==> config.mk <==
export PLATFORM = sky130hd
export DESIGN_NAME = lfsr_stream_encrypter_core
export DESIGN_NICKNAME = d
export VERILOG_FILES = /design/src/sv/lse_pkg.sv /design/src/sv/lse_front.sv /design/src/sv/lse_queue.sv /design/src/sv/lse_back.sv /design/src/sv/lfsr_stream_encrypter_core.sv
export SDC_FILE = /design/constraint.sdc
export NUM_CORES = 1
export LEC_CHECK = 0
export ABC_AREA = 1
export BUFFER_PORTS_ARGS = -buffer_cell sky130_fd_sc_hd__buf_2
export CELL_PAD_IN_SITES_DETAIL_PLACEMENT = 1
export CELL_PAD_IN_SITES_GLOBAL_PLACEMENT = 1
export CORE_AREA = 2 2 131 133
export CTS_CLUSTER_SIZE = 28
export DETAILED_ROUTE_END_ITERATION = 7
export DIE_AREA = 0 0 133 135
export PLACE_DENSITY_LB_ADDON = 0.1
export SYNTH_ARGS = -nofsm -noshare
export SYNTH_HDL_FRONTEND = slang
export SYNTH_HIERARCHICAL = 1
export SYNTH_SLANG_ARGS = --single-unit
export TNS_END_PERCENT = 1
==> constraint.sdc <==
create_clock -name clk -period 3.58 [get_ports clk]
set_clock_uncertainty 0.15 [all_clocks]
set_input_delay 0.179 -clock clk [delete_from_list [all_inputs] [get_ports clk]]
set_output_delay 0.179 -clock clk [all_outputs]
set_load 0.005 [all_outputs]
==> src/sv/lse_pkg.sv <==
// ----------------------------------------------------------------------------
// lse_pkg
// Shared types, constants and helper functions of the LFSR stream encrypter.
// ----------------------------------------------------------------------------
package lse_pkg;

  // One plaintext request as it arrives at the block.
  typedef struct packed {
    logic [7:0] plain_byte;
    logic       start_frame;
  } in_item_t;

  // One emitted byte.
  typedef struct packed {
    logic [7:0] cipher_byte;
    logic       last_of_run;
    logic       frame_overflow;
  } out_item_t;

  // Classified request as it sits in the queue between front and back end.
  // Plaintext bit 7 never reaches the output, so only bits 6:0 are kept.
  typedef struct packed {
    logic [6:0] plain;
    logic       start;
    logic [4:0] pre_count;
  } req_t;

  // Configuration register indexes.
  typedef enum logic [1:0] {
    CFG_TAP_SELECT      = 2'd0,
    CFG_SEED            = 2'd1,
    CFG_PREAMBLE_LENGTH = 2'd2
  } cfg_index_t;

  localparam logic signed [7:0] PRE_MIN  = 8'sd10;
  localparam logic signed [7:0] PRE_MAX  = 8'sd26;
  localparam logic [6:0]        PRE_FILL = 7'h20;
  localparam logic [7:0]        TAP_LAST = 8'h08;
  localparam logic [7:0]        TAP_WRAP = 8'h07;

  localparam int QUEUE_DEPTH = 2;

  // Feedback tap mask; selects above the last pattern fold to their low bits.
  function automatic logic [6:0] tap_mask(input logic [7:0] sel);
    logic [7:0] s;
    logic [6:0] m;
    s = (sel > TAP_LAST) ? (sel & TAP_WRAP) : sel;
    case (s[3:0])
      4'd0:    m = 7'h60;
      4'd1:    m = 7'h48;
      4'd2:    m = 7'h78;
      4'd3:    m = 7'h72;
      4'd4:    m = 7'h6A;
      4'd5:    m = 7'h69;
      4'd6:    m = 7'h5C;
      4'd7:    m = 7'h7E;
      4'd8:    m = 7'h7B;
      default: m = 7'h60;
    endcase
    return m;
  endfunction

  // One Fibonacci step: shift left, feedback parity into bit 0.
  function automatic logic [6:0] lfsr_step(input logic [6:0] s, input logic [7:0] sel);
    return {s[5:0], ^(s & tap_mask(sel))};
  endfunction

  // Bit 7 carries the parity of bits 6:0.
  function automatic logic [7:0] with_parity(input logic [6:0] v);
    return {^v, v};
  endfunction

endpackage

==> src/sv/lse_front.sv <==
// ----------------------------------------------------------------------------
// lse_front
// Classifies an incoming request and resolves its preamble length.
// ----------------------------------------------------------------------------
module lse_front (
  input  lse_pkg::in_item_t req_data,
  input  logic [7:0]        preamble_length,
  output lse_pkg::req_t     item
);

  logic signed [7:0] len;
  logic [4:0]        count;

  always_comb begin
    len = preamble_length;
    if (len < lse_pkg::PRE_MIN) begin
      count = lse_pkg::PRE_MIN[4:0];
    end else if (len > lse_pkg::PRE_MAX) begin
      count = lse_pkg::PRE_MAX[4:0];
    end else begin
      count = len[4:0];
    end
  end

  assign item.plain     = req_data.plain_byte[6:0];
  assign item.start     = req_data.start_frame;
  assign item.pre_count = count;

endmodule

==> src/sv/lse_queue.sv <==
// ----------------------------------------------------------------------------
// lse_queue
// Short FIFO of classified requests between front and back end.
// ----------------------------------------------------------------------------
module lse_queue (
  input  logic          clk,
  input  logic          rst,
  input  logic          push,
  input  lse_pkg::req_t wr_item,
  input  logic          pop,
  output lse_pkg::req_t head,
  output logic          head_valid,
  output logic          full
);

  localparam int Aw = $clog2(lse_pkg::QUEUE_DEPTH);
  localparam int Cw = $clog2(lse_pkg::QUEUE_DEPTH + 1);

  lse_pkg::req_t  entries [lse_pkg::QUEUE_DEPTH];
  logic [Aw-1:0]  wr_ptr;
  logic [Aw-1:0]  rd_ptr;
  logic [Cw-1:0]  count;
  logic           do_push;
  logic           do_pop;

  assign full       = (count == Cw'(lse_pkg::QUEUE_DEPTH));
  assign head_valid = (count != '0);
  assign head       = entries[rd_ptr];
  assign do_push    = push && !full;
  assign do_pop     = pop && head_valid;

  always_ff @(posedge clk) begin
    if (do_push) begin
      entries[wr_ptr] <= wr_item;
    end
    if (rst) begin
      wr_ptr <= '0;
      rd_ptr <= '0;
      count  <= '0;
    end else begin
      if (do_push) begin
        wr_ptr <= (wr_ptr == Aw'(lse_pkg::QUEUE_DEPTH - 1)) ? '0 : wr_ptr + 1'b1;
      end
      if (do_pop) begin
        rd_ptr <= (rd_ptr == Aw'(lse_pkg::QUEUE_DEPTH - 1)) ? '0 : rd_ptr + 1'b1;
      end
      case ({do_push, do_pop})
        2'b10:   count <= count + 1'b1;
        2'b01:   count <= count - 1'b1;
        default: count <= count;
      endcase
    end
  end

endmodule

==> src/sv/lse_back.sv <==
// ----------------------------------------------------------------------------
// lse_back
// Keystream sequencer: runs the LFSR, emits preamble and cipher bytes.
// ----------------------------------------------------------------------------
module lse_back #(
  parameter int FRAME_BYTES = 64
) (
  input  logic               clk,
  input  logic               rst,
  input  lse_pkg::req_t      head,
  input  logic               head_valid,
  output logic               pop,
  input  logic [7:0]         tap_select,
  input  logic [7:0]         seed,
  output logic               res_valid,
  input  logic               res_ready,
  output lse_pkg::out_item_t res_data
);

  localparam int PosW = $clog2(FRAME_BYTES + 1);

  logic [6:0]         lfsr;
  logic [PosW-1:0]    pos;
  logic [4:0]         rem;
  logic               started;

  logic               adv;
  logic               fire;
  logic               first;
  logic               in_pre;
  logic               full;
  logic [6:0]         lfsr_src;
  logic [6:0]         lfsr_nxt;
  lse_pkg::out_item_t res_next;

  always_comb begin
    adv      = !res_valid || res_ready;
    fire     = adv && head_valid;
    first    = head.start && !started;
    in_pre   = first || (started && (rem != '0));
    full     = (pos >= PosW'(FRAME_BYTES));
    lfsr_src = first ? seed[6:0] : lfsr;
    lfsr_nxt = lse_pkg::lfsr_step(lfsr_src, tap_select);
    pop      = fire && !in_pre;

    if (in_pre) begin
      res_next.cipher_byte    = lse_pkg::with_parity(lse_pkg::PRE_FILL ^ lfsr_nxt);
      res_next.last_of_run    = 1'b0;
      res_next.frame_overflow = 1'b0;
    end else if (full) begin
      res_next.cipher_byte    = '0;
      res_next.last_of_run    = 1'b1;
      res_next.frame_overflow = 1'b1;
    end else begin
      res_next.cipher_byte    = lse_pkg::with_parity(head.plain ^ lfsr_nxt);
      res_next.last_of_run    = 1'b1;
      res_next.frame_overflow = 1'b0;
    end
  end

  always_ff @(posedge clk) begin
    if (fire) begin
      res_data <= res_next;
    end
    if (rst) begin
      lfsr      <= '0;
      pos       <= '0;
      rem       <= '0;
      started   <= 1'b0;
      res_valid <= 1'b0;
    end else begin
      if (adv) begin
        res_valid <= head_valid;
      end
      if (fire) begin
        // overflow leaves the LFSR and position untouched
        if (in_pre || !full) begin
          lfsr <= lfsr_nxt;
        end
        if (first) begin
          pos     <= PosW'(1);
          rem     <= head.pre_count - 5'd1;
          started <= 1'b1;
        end else begin
          if (!full) begin
            pos <= pos + 1'b1;
          end
          if (in_pre) begin
            rem <= rem - 5'd1;
          end else begin
            started <= 1'b0;
          end
        end
      end
    end
  end

endmodule

==> src/sv/lfsr_stream_encrypter_core.sv <==
// ----------------------------------------------------------------------------
// lfsr_stream_encrypter_core
// Frame-based byte stream encrypter driven by a 7-bit Fibonacci LFSR.
// ----------------------------------------------------------------------------
// Each request carries one plaintext byte. A request with start_frame set
// reloads the LFSR from seed and first produces a preamble of keystream ^ 0x20
// bytes (preamble_length clamped to 10..26), then its own cipher byte; any
// other request produces one cipher byte, plaintext ^ next keystream value.
// Bit 7 of every output is the parity of bits 6:0. Once FRAME_BYTES bytes
// went out in a frame, further requests yield one zero byte flagged
// frame_overflow. last_of_run marks the final byte of each request.
// Throughput: one request per cycle for ordinary bytes while res_ready is high;
// a start-of-frame request holds the back end for preamble length + 1 bytes
// (11 to 27), one byte per cycle through the single output register. A 2-deep
// request queue lets the input side keep accepting while the back end drains a
// preamble. An accepted request is registered in the queue, then in the output
// register. Config writes are meant for idle periods only.
// ----------------------------------------------------------------------------
module lfsr_stream_encrypter_core #(
  parameter int FRAME_BYTES = 64
) (
  input  logic               clk,
  input  logic               rst,
  // request channel
  input  logic               req_valid,
  output logic               req_ready,
  input  lse_pkg::in_item_t  req_data,
  // result channel
  output logic               res_valid,
  input  logic               res_ready,
  output lse_pkg::out_item_t res_data,
  // configuration write port
  input  logic               cfg_we,
  input  logic [1:0]         cfg_addr,
  input  logic [7:0]         cfg_data
);

  // configuration registers
  logic [7:0] tap_select;
  logic [7:0] seed;
  logic [7:0] preamble_length;

  always_ff @(posedge clk) begin
    if (rst) begin
      tap_select      <= '0;
      seed            <= '0;
      preamble_length <= 8'(lse_pkg::PRE_MIN);
    end else if (cfg_we) begin
      unique case (cfg_addr)
        lse_pkg::CFG_TAP_SELECT:      tap_select      <= cfg_data;
        lse_pkg::CFG_SEED:            seed            <= cfg_data;
        lse_pkg::CFG_PREAMBLE_LENGTH: preamble_length <= cfg_data;
        default: ; // unmapped index, write ignored
      endcase
    end
  end

  // front end: classify and resolve preamble length at acceptance
  lse_pkg::req_t item;
  lse_pkg::req_t head;
  logic          head_valid;
  logic          q_full;
  logic          pop;

  lse_front u_front (
    .req_data        (req_data),
    .preamble_length (preamble_length),
    .item            (item)
  );

  // ready only depends on queue occupancy, no path from res_ready
  assign req_ready = !q_full;

  lse_queue u_queue (
    .clk        (clk),
    .rst        (rst),
    .push       (req_valid && req_ready),
    .wr_item    (item),
    .pop        (pop),
    .head       (head),
    .head_valid (head_valid),
    .full       (q_full)
  );

  // back end: LFSR sequencer with registered output
  lse_back #(
    .FRAME_BYTES (FRAME_BYTES)
  ) u_back (
    .clk        (clk),
    .rst        (rst),
    .head       (head),
    .head_valid (head_valid),
    .pop        (pop),
    .tap_select (tap_select),
    .seed       (seed),
    .res_valid  (res_valid),
    .res_ready  (res_ready),
    .res_data   (res_data)
  );

  // every output byte carries its parity in bit 7
  a_parity: assert property (@(posedge clk) disable iff (rst)
    res_valid |-> (res_data.cipher_byte[7] == ^res_data.cipher_byte[6:0]))
    else $error("parity bit mismatch");

  // an overflow result is a zeroed, final byte
  a_overflow: assert property (@(posedge clk) disable iff (rst)
    (res_valid && res_data.frame_overflow) |->
      (res_data.last_of_run && (res_data.cipher_byte == 8'h00)))
    else $error("malformed overflow result");

  // the back end only retires a request that is present
  a_pop: assert property (@(posedge clk) disable iff (rst)
    pop |-> head_valid)
    else $error("pop from empty queue");

  // a retiring request always produces a final byte on the next cycle
  a_last: assert property (@(posedge clk) disable iff (rst)
    pop |=> (res_valid && res_data.last_of_run))
    else $error("retired request without final byte");

endmodule

# Word level (Yosys, flattened, before mapping)

Memory sizes are Yosys's and may differ from the RTL's. A register that Yosys moved wholly into a read port is not among the register bits.
Index checks and enable logic that the tools add are counted.

Output and inout bits: 12
Memories: 2
RAM bits: 26
Word-level logic and storage cells: 86
Bits of input ports: 24
Bits in read-only memories: 96
Register bits: 58

Equality and inequality tests: 7
Multiplexer cells: 19
Order comparisons: 4
Bitwise gates (word level): 3
Reductions and logical operators: 30
Add/subtract/negate cells: 7

Memories:

| name             | words | width | rd ports | clocked after memory_dff | wr ports | RTL line        | source |
|---|---|---|---|---|---|---|---|
| (name not given) | 16    | 6     | 1        | 0                        | 0        | lse_pkg.sv:48   | `case (s[3:0])` |
| u_queue.entries  | 2     | 13    | 1        | 1                        | 1        | lse_queue.sv:19 | `lse_pkg::req_t entries [lse_pkg::QUEUE_DEPTH];` |

Operators by type and width:

| kind                                                           | count |
|---|---|
| two-way mux 7 bit                                              | 3 |
| parity 7 bit                                                   | 3 |
| two-way mux 10 bit                                             | 2 |
| two-way mux 5 bit                                              | 4 |
| AND reduction 2 bit                                            | 7 |
| subtractor 5 x 1 -> 5 bit (second input constant)              | 2 |
| greater-than comparator 8 x 4 -> 1 bit (second input constant) | 1 |
| greater-than comparator 8 x 6 -> 1 bit (second input constant) | 1 |
| < comparator 8 x 5 -> 1 bit (second input constant)            | 1 |
| two-way mux 1 bit                                              | 8 |
| adder 7 x 1 -> 7 bit (second input constant)                   | 1 |
| bitwise AND 7 bit                                              | 1 |
| greater-or-equal comparator 7 bit (second input constant)      | 1 |
| logical AND 1 bit                                              | 7 |
| XOR 7 bit                                                      | 1 |
| == test 2 bit (second input constant)                          | 3 |
| nonzero test 2 bit                                             | 3 |
| zero test 1 bit                                                | 5 |
| nonzero test 5 bit                                             | 1 |
| == test 2 x 1 -> 1 bit (second input constant)                 | 2 |
| two-way mux 4 bit                                              | 1 |
| != test 2 x 1 -> 1 bit (second input constant)                 | 2 |
| one-hot mux 2 bit (2 select lines)                             | 1 |
| logical OR 1 bit                                               | 3 |
| 5 further kinds                                                | 6 |

# Logic depth before layout (Yosys ltp)

Depth in word-level cells: 9
Gate-level depth with buffers: 18
Gate-level depth less buffers: 18

# Hierarchy

Netlist, hierarchy kept.

Modules (own cells, without submodules):

| module                     | sequential area each (µm²) | area an instance (µm²) | instances | cells an instance |
|---|---|---|---|---|
| lse_back                   | 720.7                      | 2207.1                 | 1         | 324 |
| lse_queue                  | 880.8                      | 1256.2                 | 1         | 80 |
| lfsr_stream_encrypter_core | 480.5                      | 1064.8                 | 1         | 156 |
| lse_front                  | 0.0                        | 202.7                  | 1         | 37 |

# Least setup slack after synthesis

No wires, ideal clock.

Path type: reg2reg
From: register (tool-made name)
To: register u_queue.count[1]
Clock period less this slack: 2519 ps
Setup slack: 1061 ps
Cell stages (with the launch flop): 16
Required time: 3366 ps
Setup time: 64 ps
Buffers on the path: 1
Data arrival time: 2305 ps
Path through: dfxtp_1 > mux2_2 > nand2_4 > inv_2 > buf_6 > a21oi_2 > inv_1 > nor2_1 > nand2_4 > clkinv_4 > ha_1 > inv_1 > nand2_1 > nor2_1 > nor2_1 > nor2_1

RTL lines:

| element              | RTL line        | source |
|---|---|---|
| end signal, assigned | lse_queue.sv:48 | `2'b10: count <= count + 1'b1;` |
| end signal, assigned | lse_queue.sv:49 | `2'b01: count <= count - 1'b1;` |
| end signal, assigned | lse_queue.sv:50 | `default: count <= count;` |
| end, declared        | lse_queue.sv:22 | `logic [Cw-1:0] count;` |

==> reports/results.tsv <==
stage	metric	value	unit
floorplan	die_y	135	um
power_and_ir_drop	p_per_area	727	mW/mm2
drt	wirelength	11700	um
floorplan	rows	47	
critical_path	ff2ff_setup_slack	700	ps
critical_path	required	3720	ps
placed_design	gp_congestion	0.755	
timing	finalCritPeriodShare	80.5	%
critical_path	r2r_end	u_queue/count[1]$_SDFFE_PP0P_	
synthesis	syn_nets	623	
timing	fmax	0.347	GHz
timing	drv_slew	0	
drt	antenna_left	0	
finish	syn_to_final_growth	16.2	%
cts	clock_latency	350	ps
drt	drt-initial-drc-count	107	
timing	finalCriticalPeriod	2880	ps
cts	clkTransAtPathRegs	60	ps
finish	fillers	2002	
grt	grt_pass1_vias	3972	
power_and_ir_drop	ir_drop	0.267	mV
cts	tritoncts	done	
finish	multi_input_area	0.00211	mm2
drt	vias	3794	
outcome	status	completed	
critical_path	critPathMaxFanout	25	
cts	numCtsBuffers	9	
finish	fin_nets	668	
cts	cts_resized	0	
finish	diodes	0	
critical_path	startpoint_type	register	
hold_path	min_to	preamble_length[1]$_SDFFE_PP1P_	
grt	grt-ovfl-total	0	
timing	hold_viol	0	
floorplan	die-area	0.0180	mm2
drt	vias_per_cell	4.41	
synthesis	yosysWarnings	6	
hold_path	hp-start	cfg_addr[1]	
timing	rsz0062_at_grt	false	
synthesis	syn-cell-area	0.00469	mm2
cts	cts_buffer_depth	2	
grt	grt_pass1_wl	19500	um
cts	clock_sinks	85	
cts	root_buffer	clkbuf_16	
grt	antenna_found_initial	0	
finish	drive_gt1_share	18.6	%
drt	wl_per_cell	13.6	um
cts	post-cts-setup-buffers	0	
power_and_ir_drop	p_leak	2.43	nW
critical_path	cp-end-kind	register	
drt	post-route-drc-count	0	
grt	grt_usage	14.0	%
timing	slew-limit-headroom	50.4	%
synthesis	syn_inst	591	
timing	worst_pin_slew	742	ps
placed_design	port_buffers	34	
flow_run	max_cap_violations	0	
timing	setup_viol	0	
floorplan	core_area	0.0164	mm2
grt	grt_max_degree	26	
floorplan	io_pins	36	
floorplan	fp.dieW	133	um
floorplan	initial_core_util	28.6	%
finish	utilization	33.2	%
timing	tns	0	ps
drt	first_pass_iters	4	
hold_path	hold_class	in2reg	
finish	register_area	0.00206	mm2
hold_path	holdPathStages	3	
critical_path	rr_worst_depth	15	
critical_path	critical_path_class	reg2reg	
synthesis	avgSynthCellArea	7.94	um2
critical_path	crit_arrival	3020	ps
placed_design	dp_hpwl	8660	um
cts	htree_levels	3	
==> area by class of cell <==
cell class	instances	area share, %
timing repair buffer	55	6.84
sequential	85	37.8
clock buffer	11	4.45
tap	220	5.05
inverter	93	6.49
multi-input combinational	392	38.7
clock inverter	5	0.642
==> power breakdown <==
part | internal [W] | total [W] | switching (W) | leakage [nW]
combinational | 0.000613 | 0.00171 | 0.00110 | 1.56
clock | 0.000491 | 0.000892 | 0.000401 | 0.136
sequential | 0.00128 | 0.00136 | 0.0000882 | 0.734
==> flip-flops by register name (all words and copies together) (netlist names), named ones only <==
signal / flops
u_queue/wr_ptr: 1
u_queue/count: 2
seed: 7
u_queue/rd_ptr: 1
u_back/lfsr: 7
u_back/pos: 7
tap_select: 8
preamble_length: 8
u_back/res_data: 10
u_back/rem: 5
u_queue/entries: 26
u_back/started: 1
u_back/res_valid: 1
==> through the flow <==
stage | std cells | worst slack [ps] | cell area [um2] | hold WS [ps] | power, W
after floorplan | 591 | 1060 | 4690 | 98.1 | 0.00266
after global placement | 827 | 693 | 4990 | 221 | 0.00305
after detailed placement | 827 | 638 | 4990 | 232 | 0.00310
after CTS | 861 | 624 | 5450 | 48.2 | 0.00404
after global routing | 861 | 450 | 5450 | 60.1 | 0.00431
final | 861 | 696 | 5450 | 61.0 | 0.00397
==> worst max-delay path by stage <==
stage / from / to / cells after the start / slack (ps)
after floorplan: register / u_queue/count[1]$_SDFFE_PP0P_ / 15 / 1060
after global placement: register / u_queue/count[1]$_SDFFE_PP0P_ / 15 / 690
after detailed placement: register / u_queue/count[1]$_SDFFE_PP0P_ / 15 / 640
after CTS: register / u_queue/count[1]$_SDFFE_PP0P_ / 15 / 620
after global routing: register / u_queue/count[1]$_SDFFE_PP0P_ / 15 / 450
final: register / u_queue/count[1]$_SDFFE_PP0P_ / 15 / 700
==> layer usage <==
layer | global-route usage, % | vias to the layer above | share of wire, %
met3 | 3.19 | 10 | 2.5
met2 | 23.7 | 40 | 47
li1 | - | 1949 | -
met4 | 5.26 | 0 | 1.4
met5 | 0 | - | 0
met1 | 17.5 | 1795 | 49
==> critical path: stages (launching register included) <==
cell and delay [ps]:
dfxtp_1 340, mux2_2 360, nand2_4 260, inv_2 200, a21oi_2 140, buf_4 200
inv_1 110, nor2_1 280, nand2_4 110, clkinv_4 60, ha_1 240, inv_1 90
nand2_1 60, nor2_1 80, nor2_1 40, nor2_1 90
==> layout by cell type, fill, tap and decap left out, types with 10 or more instances in the layout <==
master,count
nand2_1,138
a21oi_1,28
o21ai_0,26
buf_2,34
nand3_1,31
edfxtp_1,36
inv_1,82
nor2_1,72
dlygate4sd3_1,18
nand2_2,15
dfxtp_1,49
mux2_4,10
inv_2,10
==> repair_timing <==
item                       CTS  global route
setup endpoints to repair    0             0
hold buffers                18             0
hold endpoints to repair    32             0
Power figures use the tool's default switching activity.
